--- src/hdl/assert_macros.svh ---
// Assertion macros used by the top level of the reassembly checker.
`ifndef ASSERT_MACROS_SVH
`define ASSERT_MACROS_SVH
`ifndef SYNTHESIS
`define ASSERT_IMPLY(lbl, clk, rst_n, ante, cons, msg) \
    lbl: assert property (@(posedge clk) disable iff (!rst_n) (ante) |-> (cons)) \
        else $error(msg);
`define ASSERT_NEXT(lbl, clk, rst_n, ante, cons, msg) \
    lbl: assert property (@(posedge clk) disable iff (!rst_n) (ante) |=> (cons)) \
        else $error(msg);
`else
`define ASSERT_IMPLY(lbl, clk, rst_n, ante, cons, msg)
`define ASSERT_NEXT(lbl, clk, rst_n, ante, cons, msg)
`endif
`endif

--- src/hdl/dsrc_pkg.sv ---
// Types and constants of the datagram sequence and reassembly checker.
`default_nettype none
package dsrc_pkg;

    localparam int unsigned REASSEMBLY_BYTES_DEFAULT = 16384;

    localparam logic [10:0] FULL_FRAG_LEN_RESET     = 11'd1300;
    localparam logic [15:0] MAX_MESSAGE_BYTES_RESET = 16'd16384;
    localparam int unsigned PREFIX_BYTES            = 4;

    localparam logic CFG_FULL_FRAG_LEN     = 1'b0;
    localparam logic CFG_MAX_MESSAGE_BYTES = 1'b1;

    typedef enum logic [2:0] {
        ST_WHOLE       = 3'd0,
        ST_REASSEMBLED = 3'd1,
        ST_STALE       = 3'd2,
        ST_GAP         = 3'd3,
        ST_ILLEGAL     = 3'd4,
        ST_PENDING     = 3'd5,
        ST_OVERSIZE    = 3'd6
    } status_t;

    typedef struct packed {
        logic [31:0] sequence_word;
        logic [15:0] fragment_start;
        logic [15:0] fragment_bytes;
        logic [10:0] payload_bytes;
    } hdr_t;

    typedef struct packed {
        logic [10:0] full_frag_len;
        logic [15:0] max_message_bytes;
    } cfg_t;

    typedef struct packed {
        logic        deliver;
        status_t     status;
        logic [30:0] dropped_count;
        logic [13:0] write_offset;
        logic [14:0] message_bytes;
    } result_t;

endpackage
`default_nettype wire

--- src/hdl/datagram_sequence_reassembly_check_top.sv ---
// Top level of the datagram sequence and fragment reassembly checker.
//
//  channel   direction  handshake          payload
//  s_        in         s_valid / s_ready  sequence_word, fragment_start,
//                                          fragment_bytes, payload_bytes
//  m_        out        m_valid / m_ready  deliver, status, dropped_count,
//                                          write_offset, message_bytes
//  cfg_      in         cfg_wr_en          cfg_addr, cfg_wr_data
//
// One header per cycle while the m_ side does not stall. A transfer in loads the
// input register; the header then passes the single decision stage into the
// result register, from which the result transfers out on the m_ side.
// Reset clears the sequence state and loads the register defaults; no sweep.
// A stalled m_ side holds the result register; s_ready drops only when both
// the input and the result register are occupied and m_ready is low.
`default_nettype none
`include "assert_macros.svh"
module datagram_sequence_reassembly_check_top #(
    parameter int unsigned REASSEMBLY_BYTES = dsrc_pkg::REASSEMBLY_BYTES_DEFAULT
) (
    input  wire logic        aclk,
    input  wire logic        aresetn,
    input  wire logic        s_valid,
    output logic             s_ready,
    input  wire logic [31:0] s_sequence_word,
    input  wire logic [15:0] s_fragment_start,
    input  wire logic [15:0] s_fragment_bytes,
    input  wire logic [10:0] s_payload_bytes,
    output logic             m_valid,
    input  wire logic        m_ready,
    output logic             m_deliver,
    output logic [2:0]       m_status,
    output logic [30:0]      m_dropped_count,
    output logic [13:0]      m_write_offset,
    output logic [14:0]      m_message_bytes,
    input  wire logic        cfg_wr_en,
    input  wire logic        cfg_addr,
    input  wire logic [15:0] cfg_wr_data
);

    dsrc_pkg::cfg_t    cfg_reg;
    dsrc_pkg::hdr_t    hdr_reg;
    logic              in_valid_reg;
    dsrc_pkg::result_t result_reg;
    dsrc_pkg::result_t res;
    logic              out_valid_reg;
    logic              advance;
    logic              fire;

    assign advance = !out_valid_reg || m_ready;
    assign fire    = in_valid_reg && advance;
    assign s_ready = !in_valid_reg || advance;

    always_ff @(posedge aclk) begin
        if (!aresetn) begin
            cfg_reg.full_frag_len     <= dsrc_pkg::FULL_FRAG_LEN_RESET;
            cfg_reg.max_message_bytes <= dsrc_pkg::MAX_MESSAGE_BYTES_RESET;
        end else if (cfg_wr_en) begin
            case (cfg_addr)
                dsrc_pkg::CFG_FULL_FRAG_LEN: begin
                    cfg_reg.full_frag_len <= cfg_wr_data[10:0];
                end
                dsrc_pkg::CFG_MAX_MESSAGE_BYTES: begin
                    cfg_reg.max_message_bytes <= cfg_wr_data;
                end
                default: begin
                end
            endcase
        end
    end

    always_ff @(posedge aclk) begin
        if (!aresetn) begin
            in_valid_reg <= 1'b0;
        end else if (s_ready) begin
            in_valid_reg <= s_valid;
        end
    end

    always_ff @(posedge aclk) begin
        if (s_valid && s_ready) begin
            hdr_reg.sequence_word  <= s_sequence_word;
            hdr_reg.fragment_start <= s_fragment_start;
            hdr_reg.fragment_bytes <= s_fragment_bytes;
            hdr_reg.payload_bytes  <= s_payload_bytes;
        end
    end

    dsrc_check #(
        .REASSEMBLY_BYTES(REASSEMBLY_BYTES)
    ) u_check (
        .aclk   (aclk),
        .aresetn(aresetn),
        .fire   (fire),
        .hdr    (hdr_reg),
        .cfg    (cfg_reg),
        .res    (res)
    );

    always_ff @(posedge aclk) begin
        if (!aresetn) begin
            out_valid_reg <= 1'b0;
        end else if (advance) begin
            out_valid_reg <= in_valid_reg;
        end
    end

    // hold the result while the m_ side stalls
    always_ff @(posedge aclk) begin
        if (fire) begin
            result_reg <= res;
        end
    end

    assign m_valid         = out_valid_reg;
    assign m_deliver       = result_reg.deliver;
    assign m_status        = result_reg.status;
    assign m_dropped_count = result_reg.dropped_count;
    assign m_write_offset  = result_reg.write_offset;
    assign m_message_bytes = result_reg.message_bytes;

    `ASSERT_IMPLY(a_deliver_status, aclk, aresetn, m_valid && m_deliver,
        (m_status == dsrc_pkg::ST_WHOLE) || (m_status == dsrc_pkg::ST_REASSEMBLED),
        "deliver with a non-delivering status")
    `ASSERT_IMPLY(a_stale_zero, aclk, aresetn, m_valid && (m_status == dsrc_pkg::ST_STALE),
        (m_dropped_count == 31'd0) && (m_message_bytes == 15'd0) && !m_deliver,
        "stale result carries data")
    `ASSERT_IMPLY(a_ready_when_empty, aclk, aresetn, !m_valid, s_ready,
        "input stalled with empty result register")
    `ASSERT_NEXT(a_transfer_kept, aclk, aresetn, s_valid && s_ready && m_valid && !m_ready,
        m_valid, "pending result lost after transfer in")

endmodule
`default_nettype wire

--- src/hdl/dsrc_check.sv ---
// Sequence state and per-header decision logic of the reassembly checker.
`default_nettype none
module dsrc_check #(
    parameter int unsigned REASSEMBLY_BYTES = dsrc_pkg::REASSEMBLY_BYTES_DEFAULT
) (
    input  wire logic             aclk,
    input  wire logic             aresetn,
    input  wire logic             fire,
    input  wire dsrc_pkg::hdr_t   hdr,
    input  wire dsrc_pkg::cfg_t   cfg,
    output dsrc_pkg::result_t     res
);

    localparam int AB_W = $clog2(REASSEMBLY_BYTES + 1);
    localparam int CW   = (AB_W > 16) ? AB_W : 16;
    localparam int EW   = CW + 2;

    logic [30:0]     last_seq_reg, last_seq_next;
    logic [30:0]     asm_seq_reg, asm_seq_next;
    logic [AB_W-1:0] ab_reg, ab_next;

    logic [30:0]   seq;
    logic          frag;
    logic          stale;
    logic [30:0]   dropped;
    logic [EW-1:0] cur_ab;
    logic [EW-1:0] sum;
    logic          gap;
    logic          illegal;
    logic          pending;
    logic          oversize;

    always_comb begin
        seq     = hdr.sequence_word[30:0];
        frag    = hdr.sequence_word[31];
        stale   = (seq <= last_seq_reg);
        dropped = seq - last_seq_reg - 31'd1;
        // a new fragment sequence restarts the buffer before the gap and length checks
        cur_ab  = (seq != asm_seq_reg) ? '0 : EW'(ab_reg);
        sum     = cur_ab + EW'(hdr.fragment_bytes);
        gap     = (EW'(hdr.fragment_start) != cur_ab);
        illegal = (hdr.fragment_bytes > {5'd0, hdr.payload_bytes})
               || (sum > EW'(REASSEMBLY_BYTES));
        pending = (hdr.fragment_bytes == {5'd0, cfg.full_frag_len});
        oversize = (sum + EW'(dsrc_pkg::PREFIX_BYTES)) > EW'(cfg.max_message_bytes);

        last_seq_next     = last_seq_reg;
        asm_seq_next      = asm_seq_reg;
        ab_next           = ab_reg;
        res.deliver       = 1'b0;
        res.status        = dsrc_pkg::ST_STALE;
        res.dropped_count = '0;
        res.write_offset  = '0;
        res.message_bytes = '0;

        if (!stale) begin
            res.dropped_count = dropped;
            if (!frag) begin
                last_seq_next     = seq;
                res.deliver       = 1'b1;
                res.status        = dsrc_pkg::ST_WHOLE;
                res.message_bytes = {4'd0, hdr.payload_bytes};
            end else begin
                asm_seq_next = seq;
                ab_next      = cur_ab[AB_W-1:0];
                if (gap) begin
                    res.status = dsrc_pkg::ST_GAP;
                end else if (illegal) begin
                    res.status = dsrc_pkg::ST_ILLEGAL;
                end else begin
                    res.write_offset = cur_ab[13:0];
                    if (pending) begin
                        ab_next    = sum[AB_W-1:0];
                        res.status = dsrc_pkg::ST_PENDING;
                    end else if (oversize) begin
                        // keep the bytes: later fragments of this message continue from their end
                        ab_next    = sum[AB_W-1:0];
                        res.status = dsrc_pkg::ST_OVERSIZE;
                    end else begin
                        ab_next           = '0;
                        res.deliver       = 1'b1;
                        res.status        = dsrc_pkg::ST_REASSEMBLED;
                        res.message_bytes = sum[14:0];
                    end
                end
            end
        end
    end

    always_ff @(posedge aclk) begin
        if (!aresetn) begin
            last_seq_reg <= '0;
            asm_seq_reg  <= '0;
            ab_reg       <= '0;
        end else if (fire) begin
            last_seq_reg <= last_seq_next;
            asm_seq_reg  <= asm_seq_next;
            ab_reg       <= ab_next;
        end
    end

endmodule
`default_nettype wire

--- config.mk ---
export PLATFORM = sky130hd
export DESIGN_NAME = datagram_sequence_reassembly_check_top
export DESIGN_NICKNAME = d
export VERILOG_FILES = /design/src/hdl/dsrc_pkg.sv /design/src/hdl/datagram_sequence_reassembly_check_top.sv /design/src/hdl/dsrc_check.sv
export VERILOG_INCLUDE_DIRS = /design/src /design/src/hdl
export SDC_FILE = /design/constraint.sdc
export NUM_CORES = 1
export LEC_CHECK = 0
export BUFFER_PORTS_ARGS = -buffer_cell sky130_fd_sc_hd__buf_2
export CAP_MARGIN = 20
export CORE_ASPECT_RATIO = 1.2
export CORE_MARGIN = 4
export CORE_UTILIZATION = 45
export CTS_BUF_LIST = sky130_fd_sc_hd__clkbuf_4 sky130_fd_sc_hd__clkbuf_8 sky130_fd_sc_hd__clkbuf_16
export CTS_CLUSTER_SIZE = 28
export DETAILED_ROUTE_END_ITERATION = 16
export GPL_TIMING_DRIVEN = 0
export PLACE_DENSITY = 0.65
export SYNTH_ARGS = -nofsm -noshare
export SYNTH_HDL_FRONTEND = slang
export SYNTH_SLANG_ARGS = --single-unit
--- constraint.sdc ---
create_clock -name aclk -period 12.89 [get_ports aclk]
set_clock_uncertainty 0.15 [all_clocks]
set_input_delay 1.289 -clock aclk [delete_from_list [all_inputs] [get_ports aclk]]
set_output_delay 1.289 -clock aclk [all_outputs]
set_load 0.05 [all_outputs]
======== After elaboration in Yosys (flattened, before gate mapping) ========
Cells that the tools add are included.
operators by class
  bitwise logic cells ..................... 3
  order comparisons ....................... 4
  mux-type cells .......................... 19
  reduce and logical (&&, ||, !) cells .... 15
  equality and inequality tests ........... 3
  add/subtract/negate cells ............... 4
operators by type and width
  operator                 count
  $mux W15                 5
  $mux W11                 5
  $le A31 B31 Y1           1
  $ne A31 B31 Y1           1
  $sub A31 B1 Y31 const B  1
  $sub A31 B31 Y31         1
  $add A18 B3 Y18 const B  1
  $gt A18 B15 Y1 const B   1
  $gt A18 B16 Y1           1
  $add A15 B16 Y17         1
  $eq A16 B11 Y1           1
  $gt A16 B11 Y1           1
  $ne A16 B15 Y1           1
  $mux W3                  4
  $reduce_and A3 Y1        2
  $reduce_or A6 Y1         1
  $mux W1                  4
  $mux W4                  1
  $reduce_and A2 Y1        2
  $reduce_or A4 Y1         1
  $logic_or A1 B1 Y1       3
  $not A1 Y1               3
  $reduce_or A3 Y1         1
  $logic_and A1 B1 Y1      2
  other kinds (2)          3
word-level totals
  output and inout bits ................... 66
  bits of input ports ..................... 97
  register bits ........................... 245
  logic and storage cells ................. 67

======== Longest topological paths before layout ========
Gate-level depths: netlist (run 1).
  depth after elaboration ................. 10
  gate-level depth with buffers ........... 28
  mapped depth without buffers ............ 24

======== Modules after synthesis ========
From an unflattened synthesis (run 1), not the netlist that was laid out.
unflattened totals
  cells, all modules ...................... 1255
  area total of the unflattened synthesis .. 13056.3 µm²
modules (own cells, without submodules)
  module                                  area an instance (µm²)  instances  cells an instance
  dsrc_check                              7744.9                  1          993
  datagram_sequence_reassembly_check_top  5311.3                  1          262

======== Worst setup path after synthesis (run 1) ========
OpenSTA, ideal clock, no wires.
  path type ............................... reg-to-reg
  start point ............................. register hdr_reg[44] (netlist bit)
  end point ............................... register result_reg, in the netlist m_status[2], data pin
  period minus slack after synthesis ...... 5.906 ns
  slack ................................... 6.984 ns
  stages on the path, launching flop included .. 27
  arrival time ............................ 5.486 ns
  setup time .............................. 0.270 ns
  cells stage by stage .................... edfxtp_1 -> xnor2_1 -> nand4_1 -> nor4_1 -> buf_2 -> buf_4 -> nand3_1 -> clkbuf_1 -> nor2_1 -> ha_1 -> fa_1 -> a21oi_2 -> o21bai_1 -> xor2_1 -> nand3_1 -> nor4_1 -> nand4_1 -> nor3_1 -> xnor2_1 -> ha_1 -> nand2_1 -> or3_1 -> o31ai_1 -> o2111ai_1 -> nor2_1 -> buf_2 -> a21oi_1
between the ends
  word-level cells in the longest chain between the ends .. 8
  elaborated cells on any way between the ends .. 13
  those cells by class .................... 2 x add/sub; 3 x order compare; 2 x eq/ne; 4 x mux; 2 x reduce/logical
RTL lines
  element                line                                           source
  start, declared        datagram_sequence_reassembly_check_top.sv:42   dsrc_pkg::hdr_t hdr_reg;
  $ne A31 B31 Y1 *       dsrc_check.sv:39                               cur_ab = (seq != asm_seq_reg) ? '0 : EW'(ab_reg);
  $mux W15 *             dsrc_check.sv:39
  net u_check.cur_ab[0]  dsrc_check.sv:26                               logic [EW-1:0] cur_ab;
  $add A15 B16 Y17       dsrc_check.sv:40                               sum = cur_ab + EW'(hdr.fragment_bytes);
  $add A18 B3 Y18        dsrc_check.sv:45                               oversize = (sum + EW'(dsrc_pkg::PREFIX_BYTES)) > EW'(cfg.max_message_bytes);
  $gt A18 B16 Y1         dsrc_check.sv:45
  $mux W3                dsrc_check.sv:75                               end else if (oversize) begin
  $mux W3                dsrc_check.sv:72                               if (pending) begin
  $mux W3                dsrc_check.sv:68                               end else if (illegal) begin
  end signal, assigned   datagram_sequence_reassembly_check_top.sv:111  result_reg <= res;
  end, declared          datagram_sequence_reassembly_check_top.sv:44   dsrc_pkg::result_t result_reg;
The timed path passes the listed nets; every way through them passes the cells marked *.
A chain may end at the register's enable or synchronous reset.

======== Worst setup path after layout (run 1) ========
  start point ............................. register hdr_reg[44] (netlist bit)
  end point ............................... register result_reg, in the netlist m_deliver, data pin
between the ends
  word-level cells in the longest chain between the ends .. 10
  elaborated cells on any way between the ends .. 14
  those cells by class .................... 2 x add/sub; 3 x order compare; 2 x eq/ne; 6 x mux; 1 x reduce/logical
RTL lines
  element                line              source
  $ne A31 B31 Y1 *       dsrc_check.sv:39
  $mux W15 *             dsrc_check.sv:39
  net u_check.cur_ab[0]  dsrc_check.sv:26
  $add A15 B16 Y17       dsrc_check.sv:40
  $add A18 B3 Y18        dsrc_check.sv:45
  $gt A18 B16 Y1         dsrc_check.sv:45
  $mux W1                dsrc_check.sv:75
  $mux W1                dsrc_check.sv:72
  $mux W1                dsrc_check.sv:68
  $mux W1 *              dsrc_check.sv:66  if (gap) begin
  $mux W4 *              dsrc_check.sv:58  if (!frag) begin
Marks and branches as above.

==> results of run 1 <==
[path summary, 6_finish.rpt]
check / startpoint / end
max: hdr_reg[44]$_DFFE_PP_ / m_deliver$_SDFFCE_PP0P_
max reg2reg: hdr_reg[44]$_DFFE_PP_ / m_deliver$_SDFFCE_PP0P_
min: u_check.last_seq_reg[27]$_SDFFE_PN0P_ / u_check.last_seq_reg[27]$_SDFFE_PN0P_
min reg2reg: u_check.last_seq_reg[27]$_SDFFE_PN0P_ / u_check.last_seq_reg[27]$_SDFFE_PN0P_
[routing by layer]
layer  GRT usage  up-vias  part of all wire
li1            -     5151                 -
met1       0.270     4979              0.40
met2       0.414      240              0.52
met3      0.0284       76             0.045
met4      0.0758        0             0.035
met5           0        -                 0
[cell type report]
| type | instances | share of cell area |
|---|---|---|
| buffer | 54 | 0.0165 |
| inverter | 99 | 0.0239 |
| clock buffer | 32 | 0.0497 |
| timing repair buffer | 164 | 0.0558 |
| clock inverter | 17 | 0.0117 |
| tap | 385 | 0.0310 |
| sequential | 245 | 0.406 |
| multi-input combinational | 918 | 0.406 |
[worst max-delay path: stages (launching register included)]
cell       delay (ns)
edfxtp_1         0.51
xnor2_1          0.29
nand4_1          0.12
nor4_1           0.55
buf_2            0.32
buf_4            0.19
nand3_1          0.14
clkbuf_1         0.26
nor2_1           0.33
ha_1             0.29
fa_1             0.25
a21oi_2          0.09
o21bai_1         0.16
xor2_1           0.57
nand3_1          0.25
nor4_1           0.57
nand2_1          0.13
xnor2_1          0.16
ha_1             0.31
a21o_1           0.16
a21o_1           0.17
a21oi_1          0.12
o21ai_0          0.11
o31ai_1          0.43
o2111ai_1        0.56
or3b_1           0.53
a21oi_1          0.27
[where the power goes]
group | switching (mW) | leakage (nW) | total [mW] | internal [mW]
logic | 0.190 | 3.33 | 0.290 | 0.0997
registers | 0.0273 | 2.19 | 0.898 | 0.870
clock network | 0.328 | 0.477 | 0.819 | 0.491
total | 0.546 | 6.00 | 2.01 | 1.46
[metrics by stage]
stage / setup WS, ns / cell area [um^2] / hold slack, ns / cells
2_1_floorplan: 6.98 / 13200 / 0.286 / 1316
3_3_place_gp: 4.74 / 14500 / 0.293 / 1863
3_5_place_dp: 4.71 / 14600 / 0.297 / 1865
4_1_cts: 4.66 / 15500 / 0.307 / 1914
5_1_grt: 4.18 / 15500 / 0.323 / 1914
6_report: 4.68 / 15500 / 0.306 / 1914
[Yosys cell counts, types with 4 or more instances]
library cell,instances,share of area
edfxtp_1,139,0.32
nand2_1,131,0.037
dfxtp_1,106,0.16
nor2_1,104,0.030
inv_1,98,0.028
a21oi_1,97,0.037
ha_1,76,0.072
xnor2_1,56,0.037
nand3_1,49,0.019
clkbuf_1,35,0.0099
mux2i_1,34,0.026
a21o_1,31,0.018
xor2_1,29,0.019
nand4_1,26,0.012
nor3_1,26,0.0098
o21ai_0,26,0.0098
and2_1,23,0.011
nor4_1,16,0.0076
o21a_1,14,0.0080
and3_1,10,0.0047
o2bb2ai_2,10,0.011
nor2b_1,9,0.0043
a31oi_1,8,0.0038
a32o_1,8,0.0061
buf_2,8,0.0030
or3_1,8,0.0038
a211oi_1,7,0.0040
and4_1,7,0.0046
buf_4,7,0.0040
o22ai_1,6,0.0028
o2bb2ai_1,6,0.0040
nor3b_1,5,0.0028
o31ai_1,5,0.0028
a2111oi_0,4,0.0027
o2111ai_1,4,0.0027
[logic make-up (layout without fill, tap and decap cells)]
logic type	count (synthesis)	count (layout)	synth area share
buf+inv	153	366	0.0473
compound gates	277	277	0.151
xor+xnor	85	85	0.0563
flops	245	245	0.477
simple gates	444	444	0.168
fa+ha+maj	78	78	0.0750
mux	34	34	0.0258
==> qor.yml, run 1 <==
die_h_um: 196
nets: 1684
cts_buffer_depth: 3
first_global_vias: 10462
hpwlAfterDp_um: 28200
ys_seq_elements: 245
period_minus_slack_ns: 8.21
core_um2: 28800
fin_util: 0.538
synth_edf_count: 139
grt_max_degree: 55
syn-cell-area_um2: 13200
timing.slew.headroom: 0.365
cts_buffers: 27
startpoint_type: "flop"
clk_pin_slew_worst_paths_ns: 0.06
vias: 10446
cts_sinks: 245
pin_count: 163
drt_iter0_drc: 679
reg2reg_slack_ns: 4.68
worst-slew-pin-transition_ns: 0.951
cp-end-kind: "flop"
gp_congestion: 0.912
hold_class: "flop to flop"
fmax_mhz: 122
grt_pass1_wl_um: 57000
ys.warnings.count: 0
finalSetupViolCount: 0
synth.distinct_cells: 94
cp_max_fo: 10
layout_commonest_cell: "buf_2"
multi_input_area_um2: 6290
port_buffers: 162
outcome: "finished, final reports clean"
reg2regPathDepth: 26
hold_buffers: 0
ctsResizeCount: 0
grt_usage: 0.225
dr.pass1.iters: 5
power.leakage_nw: 6.00
std_cell_rows: 68
syn_area_per_cell_um2: 10.0
final_antenna_net_count: 0
start_util: 0.458
ys_seq_area_frac: 0.477
maxSlewViolCount: 0
regArea_um2: 6300
cellPowerDensity_nw_per_um2: 129
period_share: 0.637
hold_viol: 0
hold_depth: 2
finalPower_mw: 2.01
root_buffer: "clkbuf_16"
grt_overflow_total: 0
drt-vias-per-instance: 5.46
ys.flop_type: "edfxtp_1"
h-tree-depth: 1
final_cell_mix: "buf_2, edfxtp_1, nand2_1"
ir_drop_uv: 122
antenna_cells: 0
clk_latency_ns: 0.54
die_w_um: 164
fin_setup_tns_ns: 0
synthArstFlopShare: 0
drive_gt1_frac: 0.177
wl_um: 36300
required_ns: 13.08
crit_arrival_ns: 8.40
die-area_um2: 32200
syn_to_final_growth_pct: 17.5
wl_per_cell_um: 19.0
maxCapViolations: 0
synth_nets: 1491
cts_setup_buffers: 0
netlist_instances: 1316
largest_reg_flops: 75
crit_type: "flop to flop"
drc: 0
final.fill_count: 2627
antenna_found_initial: 0
cts_tree: "done"
rsz0062_at_grt: "false"
Note: power is estimated with default switching activity, not from simulation.
==> run 2, diff against run 1 <==
==> constraint.sdc (replaced) <==
create_clock -name aclk -period 8.2 [get_ports aclk]
set_clock_uncertainty 0.15 [all_clocks]
set_input_delay 0.82 -clock aclk [delete_from_list [all_inputs] [get_ports aclk]]
set_output_delay 0.82 -clock aclk [all_outputs]
set_load 0.05 [all_outputs]
==> qor.yml, run 2 (same netlist as run 1, synthesis figures left out) <==
start_util: 0.458  # unchanged
layout_commonest_cell: "buf_2"  # unchanged
grt_overflow_total: 0  # unchanged
root_buffer: "clkbuf_16"  # unchanged
top_layer: "met4"  # unchanged
internal-power_mw: 2.30  # was 1.46 mW
worst_slack_ns: 0.477  # was 4.68 ns
cp-end-kind: "flop"  # unchanged
place_ws_ns: 0.0193  # was 4.71 ns
cellPowerDensity_nw_per_um2: 203  # was 129 nW/um^2
final_antenna_net_count: 0  # unchanged
period_minus_slack_ns: 7.72  # was 8.21 ns
drt_iter0_drc: 634  # was 679
wl_met1_um: 14600  # about the same
cts_sinks: 245  # unchanged
pwr-share-clk: 0.408  # about the same
outcome: "finished, final reports clean"  # unchanged
crit_type: "flop to flop"  # unchanged
wl_um: 36300  # about the same
core_um2: 28800  # unchanged
hold_viol: 0  # unchanged
gp_congestion: 0.912  # unchanged
wl_met3_um: 1650  # was 1620 um
reg2regPathDepth: 25  # was 26
antenna_found_initial: 0  # unchanged
crit_arrival_ns: 7.92  # was 8.40 ns
grt_max_degree: 55  # unchanged
first_global_vias: 10453  # was 10462
startpoint_type: "flop"  # unchanged
timing.slew.headroom: 0.487  # was 0.365
wl_per_cell_um: 19.0  # about the same
cp_max_fo: 10  # unchanged
vias: 10462  # was 10446
clk_pin_slew_worst_paths_ns: 0.07  # was 0.06 ns
dr.pass1.iters: 5  # unchanged
ir_drop_uv: 191  # was 122 uV
fin_setup_tns_ns: 0  # unchanged
drive_gt1_frac: 0.179  # was 0.177
grt_pass1_wl_um: 57000  # about the same
grt_usage: 0.225  # about the same
syn_to_final_growth_pct: 17.7  # was 17.5%
cts_setup_buffers: 0  # unchanged
std_cell_rows: 68  # unchanged
die-area_um2: 32200  # unchanged
met2_length_um: 18800  # about the same
worst-slew-pin-transition_ns: 0.770  # was 0.951 ns
cts_buffer_depth: 3  # unchanged
comb_power_share: 0.145  # about the same
clk_latency_ns: 0.54  # about the same
die_w_um: 164  # unchanged
hold_buffers: 0  # unchanged
maxSlewViolCount: 0  # unchanged
fmax_mhz: 129  # was 122 MHz
drt-vias-per-instance: 5.47  # was 5.46
power.leakage_nw: 6.00  # about the same
antenna_cells: 0  # unchanged
power.switching_mw: 0.857  # was 0.546 mW
die_h_um: 196  # unchanged
port_buffers: 162  # unchanged
h-tree-depth: 1  # unchanged
p_sw_frac: 0.272  # about the same
seq_power_share: 0.447  # about the same
hpwlAfterDp_um: 28200  # unchanged
timing.rr.end: "m_deliver$_SDFFCE_PP0P_"  # unchanged
final_cell_mix: "buf_2, edfxtp_1, nand2_1"  # unchanged
holdCritStartpoint: "s_sequence_word[23]"  # was u_check.last_seq_reg[27]$_SDFFE_PN0P_
hold_depth: 1  # was 2
period_share: 0.942  # was 0.637
cts_tree: "done"  # unchanged
maxCapViolations: 0  # unchanged
nets: 1684  # unchanged
hold_class: "input pin to flop"  # was flop to flop
pin_count: 163  # unchanged
required_ns: 8.39  # was 13.08 ns
cts_buffers: 27  # unchanged
largest_reg_flops: 75  # unchanged
rsz0062_at_grt: "false"  # unchanged
drc: 0  # unchanged
reg2reg_slack_ns: 0.48  # was 4.68 ns
whs_endpoint: "hdr_reg[66]$_DFFE_PP_"  # was u_check.last_seq_reg[27]$_SDFFE_PN0P_
r2r-start: "hdr_reg[44]$_DFFE_PP_"  # unchanged
finalSetupViolCount: 0  # unchanged
## run 2: changes by cell type in the layout (fill, tap and decap cells not counted)
cell	change
o2111ai_2	+1
nor4_2	+2
xor2_2	+1
nor4_1	-2
o2111ai_1	-1
xor2_1	-1
## run 2: final cells by class
| cell class | count | area [um^2] |
|---|---|---|
| plain buffers | 54 | 256 |
| clock buffers | 32 | 772 |
| clock inverters | 17 | 181 |
| fillers | 2625 | 13300 |
| inverters | 99 | 372 |
| multi-input cells | 918 | 6320 |
| flip-flops and latches | 245 | 6300 |
| well taps | 385 | 482 |
| repair buffers | 164 | 866 |
## run 2: worst max path at each step
stage	start	endpoint	slack, ns	cells past startpoint
final	hdr_reg[44]$_DFFE_PP_	m_deliver$_SDFFCE_PP0P_	0.48	25
after global placement	hdr_reg[44]$_DFFE_PP_	m_deliver$_SDFFCE_PP0P_	0.05	26
after floorplan	hdr_reg[44]$_DFFE_PP_	m_status[2]$_SDFFCE_PP0P_	2.29	26
after CTS	hdr_reg[44]$_DFFE_PP_	m_deliver$_SDFFCE_PP0P_	0.07	26
after global routing	hdr_reg[48]$_DFFE_PP_	m_status[2]$_SDFFCE_PP0P_	0.07	27
after detailed placement	hdr_reg[44]$_DFFE_PP_	m_deliver$_SDFFCE_PP0P_	0.02	26
## run 2: layer usage
metal | GRT usage | vias to the layer above
li1 | - | 5148
met1 | 0.270 | 4990
met2 | 0.414 | 250
met3 | 0.0284 | 74
met4 | 0.0758 | 0
met5 | 0 | -
## run 2: power groups by stage
stage / Combinational (mW) / Sequential, mW / Clock (mW)
2_1_floorplan: 0.253 / 1.49 / 0
3_3_place_gp: 0.445 / 1.44 / 0
3_5_place_dp: 0.456 / 1.44 / 0
4_1_cts: 0.459 / 1.41 / 1.31
5_1_grt: 0.505 / 1.42 / 1.37
6_report: 0.457 / 1.41 / 1.29
## run 2: critical path: stages (launching register included)
cell and delay [ns]:
edfxtp_1 0.51, xnor2_1 0.29, nand4_1 0.14, nor4_2 0.39
buf_2 0.29, buf_4 0.19, nand3_1 0.14, clkbuf_1 0.25
nor2_1 0.33, ha_1 0.29, fa_1 0.25, a21oi_2 0.09
o221a_4 0.33, xnor2_1 0.47, nand2_1 0.21, nor4_1 0.33
nand4_1 0.27, nor3_1 0.30, xnor2_1 0.17, ha_1 0.27
nand4_1 0.11, a311oi_1 0.06, o31ai_1 0.50, o2111ai_2 0.43
or3b_1 0.47, a21oi_1 0.27
## run 2: stage by stage
| stage | power (mW) | std cells | hold slack (ns) | util | cell area [um^2] |
|---|---|---|---|---|---|
| after floorplan | 1.75 | 1316 | 0.286 | - | 13200 |
| after global placement | 1.89 | 1863 | 0.293 | 0.503 | 14500 |
| after detailed placement | 1.89 | 1865 | 0.297 | 0.505 | 14600 |
| after CTS | 3.18 | 1914 | 0.277 | 0.538 | 15500 |
| after global routing | 3.29 | 1914 | 0.282 | 0.539 | 15500 |
| final | 3.15 | 1914 | 0.303 | 0.539 | 15500 |
## run 2: what timing repair did
item / 4_1_cts / 5_1_grt
setup endpoints to repair: 1 / 32
cloned: 0 / 0
hold endpoints to repair: 0 / 0
resized for setup: 1 / 3
==> run 3, diff against run 2 <==
--- a/config.mk
+++ b/config.mk
@@ -8,14 +8,17 @@
 export LEC_CHECK = 0
 export BUFFER_PORTS_ARGS = -buffer_cell sky130_fd_sc_hd__buf_2
 export CAP_MARGIN = 20
+export CELL_PAD_IN_SITES_DETAIL_PLACEMENT = 0
+export CELL_PAD_IN_SITES_GLOBAL_PLACEMENT = 2
 export CORE_ASPECT_RATIO = 1.2
 export CORE_MARGIN = 4
-export CORE_UTILIZATION = 45
+export CORE_UTILIZATION = 38
 export CTS_BUF_LIST = sky130_fd_sc_hd__clkbuf_4 sky130_fd_sc_hd__clkbuf_8 sky130_fd_sc_hd__clkbuf_16
+export CTS_CLUSTER_DIAMETER = 30
 export CTS_CLUSTER_SIZE = 28
 export DETAILED_ROUTE_END_ITERATION = 16
 export GPL_TIMING_DRIVEN = 0
-export PLACE_DENSITY = 0.65
+export PLACE_DENSITY = 0.82
 export SYNTH_ARGS = -nofsm -noshare
 export SYNTH_HDL_FRONTEND = slang
 export SYNTH_SLANG_ARGS = --single-unit
==> qor.yml, run 3 (same netlist as run 1, synthesis figures left out) <==
dr.pass1.iters: 5  # unchanged
reg2reg_slack_ns: 0.68  # was 0.48 ns
first_global_vias: 10685  # was 10453
final_antenna_net_count: 0  # unchanged
whs_endpoint: "hdr_reg[69]$_DFFE_PP_"  # was hdr_reg[66]$_DFFE_PP_
hold_class: "input pin to flop"  # unchanged
p_sw_frac: 0.263  # was 0.272
whs_ns: 0.242  # was 0.303 ns
comb_power_share: 0.109  # was 0.145
cts_setup_buffers: 0  # unchanged
std_cell_rows: 74  # was 68
pin_count: 163  # unchanged
drive_gt1_frac: 0.210  # was 0.179
cp_max_fo: 10  # unchanged
final_cell_mix: "buf_2, edfxtp_1, nand2_1"  # unchanged
crit_type: "flop to flop"  # unchanged
period_minus_slack_ns: 7.52  # was 7.72 ns
cp-end-kind: "flop"  # unchanged
power.switching_mw: 1.10  # was 0.857 mW
syn_to_final_growth_pct: 26.5  # was 17.7%
vias: 10621  # was 10462
largest_reg_flops: 75  # unchanged
nets: 1714  # was 1684
die-area_um2: 37800  # was 32200 um^2
outcome: "finished, final reports clean"  # unchanged
hpwlAfterDp_um: 29900  # was 28200 um
wl_per_cell_um: 19.1  # was 19.0 um
clk_pin_slew_worst_paths_ns: 0.05  # was 0.07 ns
clk_latency_ns: 0.60  # was 0.54 ns
ir_drop_uv: 215  # was 191 uV
worst-slew-pin-transition_ns: 0.758  # was 0.770 ns
r2r-start: "hdr_reg[44]$_DFFE_PP_"  # unchanged
drt-vias-per-instance: 5.20  # was 5.47
timing.slew.headroom: 0.493  # was 0.487
internal-power_mw: 3.10  # was 2.30 mW
start_util: 0.387  # was 0.458
hold_viol: 0  # unchanged
place_ws_ns: -0.273  # was 0.0193 ns
layout_commonest_cell: "buf_2"  # unchanged
die_w_um: 178  # was 164 um
drt_iter0_drc: 456  # was 634
maxSlewViolCount: 0  # unchanged
grt_pass1_wl_um: 59100  # was 57000 um
required_ns: 8.48  # was 8.39 ns
timing.rr.end: "m_message_bytes[0]$_SDFFCE_PP0P_"  # was m_deliver$_SDFFCE_PP0P_
period_share: 0.918  # was 0.942
antenna_cells: 0  # unchanged
port_buffers: 162  # unchanged
grt_overflow_total: 0  # unchanged
pwr-share-clk: 0.554  # was 0.408
gp_congestion: 0.960  # was 0.912
cts_sinks: 245  # unchanged
cts_buffer_depth: 3  # unchanged
drc: 0  # unchanged
crit_arrival_ns: 7.81  # was 7.92 ns
core_um2: 34200  # was 28800 um^2
grt_max_degree: 56  # was 55
root_buffer: "clkbuf_16"  # unchanged
cts_tree: "done"  # unchanged
worst_slack_ns: 0.675  # was 0.477 ns
startpoint_type: "flop"  # unchanged
reg2regPathDepth: 27  # was 25
h-tree-depth: 2  # was 1
holdCritStartpoint: "s_sequence_word[26]"  # was s_sequence_word[23]
wl_um: 39100  # was 36300 um
rsz0062_at_grt: "false"  # unchanged
power.leakage_nw: 6.51  # was 6.00 nW
seq_power_share: 0.337  # was 0.447
cellPowerDensity_nw_per_um2: 252  # was 203 nW/um^2
fmax_mhz: 133  # was 129 MHz
finalSetupViolCount: 0  # unchanged
finalPower_mw: 4.20  # was 3.15 mW
maxCapViolations: 0  # unchanged
hold_depth: 1  # unchanged
cts_buffers: 57  # was 27
die_h_um: 212  # was 196 um
antenna_found_initial: 1  # was 0
grt_usage: 0.205  # was 0.225
-- run 3: cell types whose count changed in the layout (fill, tap and decap cells not counted), sizes merged --
cell / change
inv: -2
clkbuf: +31
clkinvlp: +9
clkinv: +16
bufinv: +5
-- run 3: power by group through the flow --
stage | clock [mW] | combinational (mW) | sequential, mW
detailed placement | 0 | 0.461 | 1.44
floorplan | 0 | 0.253 | 1.49
finish | 2.33 | 0.460 | 1.42
CTS | 2.37 | 0.464 | 1.42
global placement | 0 | 0.454 | 1.44
global route | 2.44 | 0.507 | 1.42
-- run 3: area by class of cell --
type / count / area, um^2
Buffer: 54 / 256
Fill cell: 3315 / 17500
Clock inverter: 45 / 522
Inverter: 99 / 372
Tap cell: 456 / 571
Multi-Input combinational cell: 918 / 6340
Sequential cell: 245 / 6300
Timing Repair Buffer: 164 / 866
Clock buffer: 63 / 1490
-- run 3: how the worst max path moves through the flow --
stage | start | end | slack [ns] | depth (start not counted)
after floorplan | hdr_reg[44]$_DFFE_PP_ | m_status[2]$_SDFFCE_PP0P_ | 2.29 | 26
after global placement | hdr_reg[44]$_DFFE_PP_ | m_deliver$_SDFFCE_PP0P_ | -0.27 | 26
after detailed placement | hdr_reg[44]$_DFFE_PP_ | m_message_bytes[0]$_SDFFCE_PP0P_ | -0.27 | 27
after CTS | hdr_reg[44]$_DFFE_PP_ | m_message_bytes[0]$_SDFFCE_PP0P_ | 0.04 | 27
after global routing | hdr_reg[44]$_DFFE_PP_ | m_status[2]$_SDFFCE_PP0P_ | 0.05 | 27
final | hdr_reg[44]$_DFFE_PP_ | m_message_bytes[0]$_SDFFCE_PP0P_ | 0.68 | 27
-- run 3: layer usage --
metal | track usage | wire length, um
met1 | 0.242 | 15900
met2 | 0.364 | 20000
met3 | 0.0416 | 1640
met4 | 0.0826 | 1490
met5 | 0 | 14
-- run 3: critical path, stage by stage, from the launching register on --
cell and delay [ns]:
edfxtp_1 0.50, xnor2_1 0.31, nand4_1 0.16, nor4_2 0.39, buf_2 0.28, buf_4 0.20
nand3_1 0.13, clkbuf_1 0.26, nor2_1 0.34, ha_1 0.28, fa_1 0.24, a21oi_2 0.11
o21bai_1 0.21, xor2_2 0.38, nand3_1 0.22, nor4_2 0.46, nand2_1 0.11, xnor2_1 0.15
ha_1 0.31, a21o_1 0.16, a21o_1 0.18, a21oi_1 0.12, o21ai_0 0.13, o31ai_2 0.38
o2111ai_2 0.39, nor2_1 0.23, buf_2 0.29, a32o_1 0.28
-- run 3: timing repair --
item,in CTS,in global routing
setup endpoints to repair,26,33
pin swaps,0,0
gates resized for setup,2,5
hold buffers,0,0
cloned,0,0
-- run 3: through the flow --
step                std cells   util  cell area (um^2)  setup TNS (ns)
CTS                      2044  0.488             16700               0
global route             2044  0.489             16700               0
global placement         1934  0.427             14600           -3.31
floorplan                1316      -             13200               0
detailed placement       1936  0.429             14700           -3.62
finish                   2044  0.489             16700               0
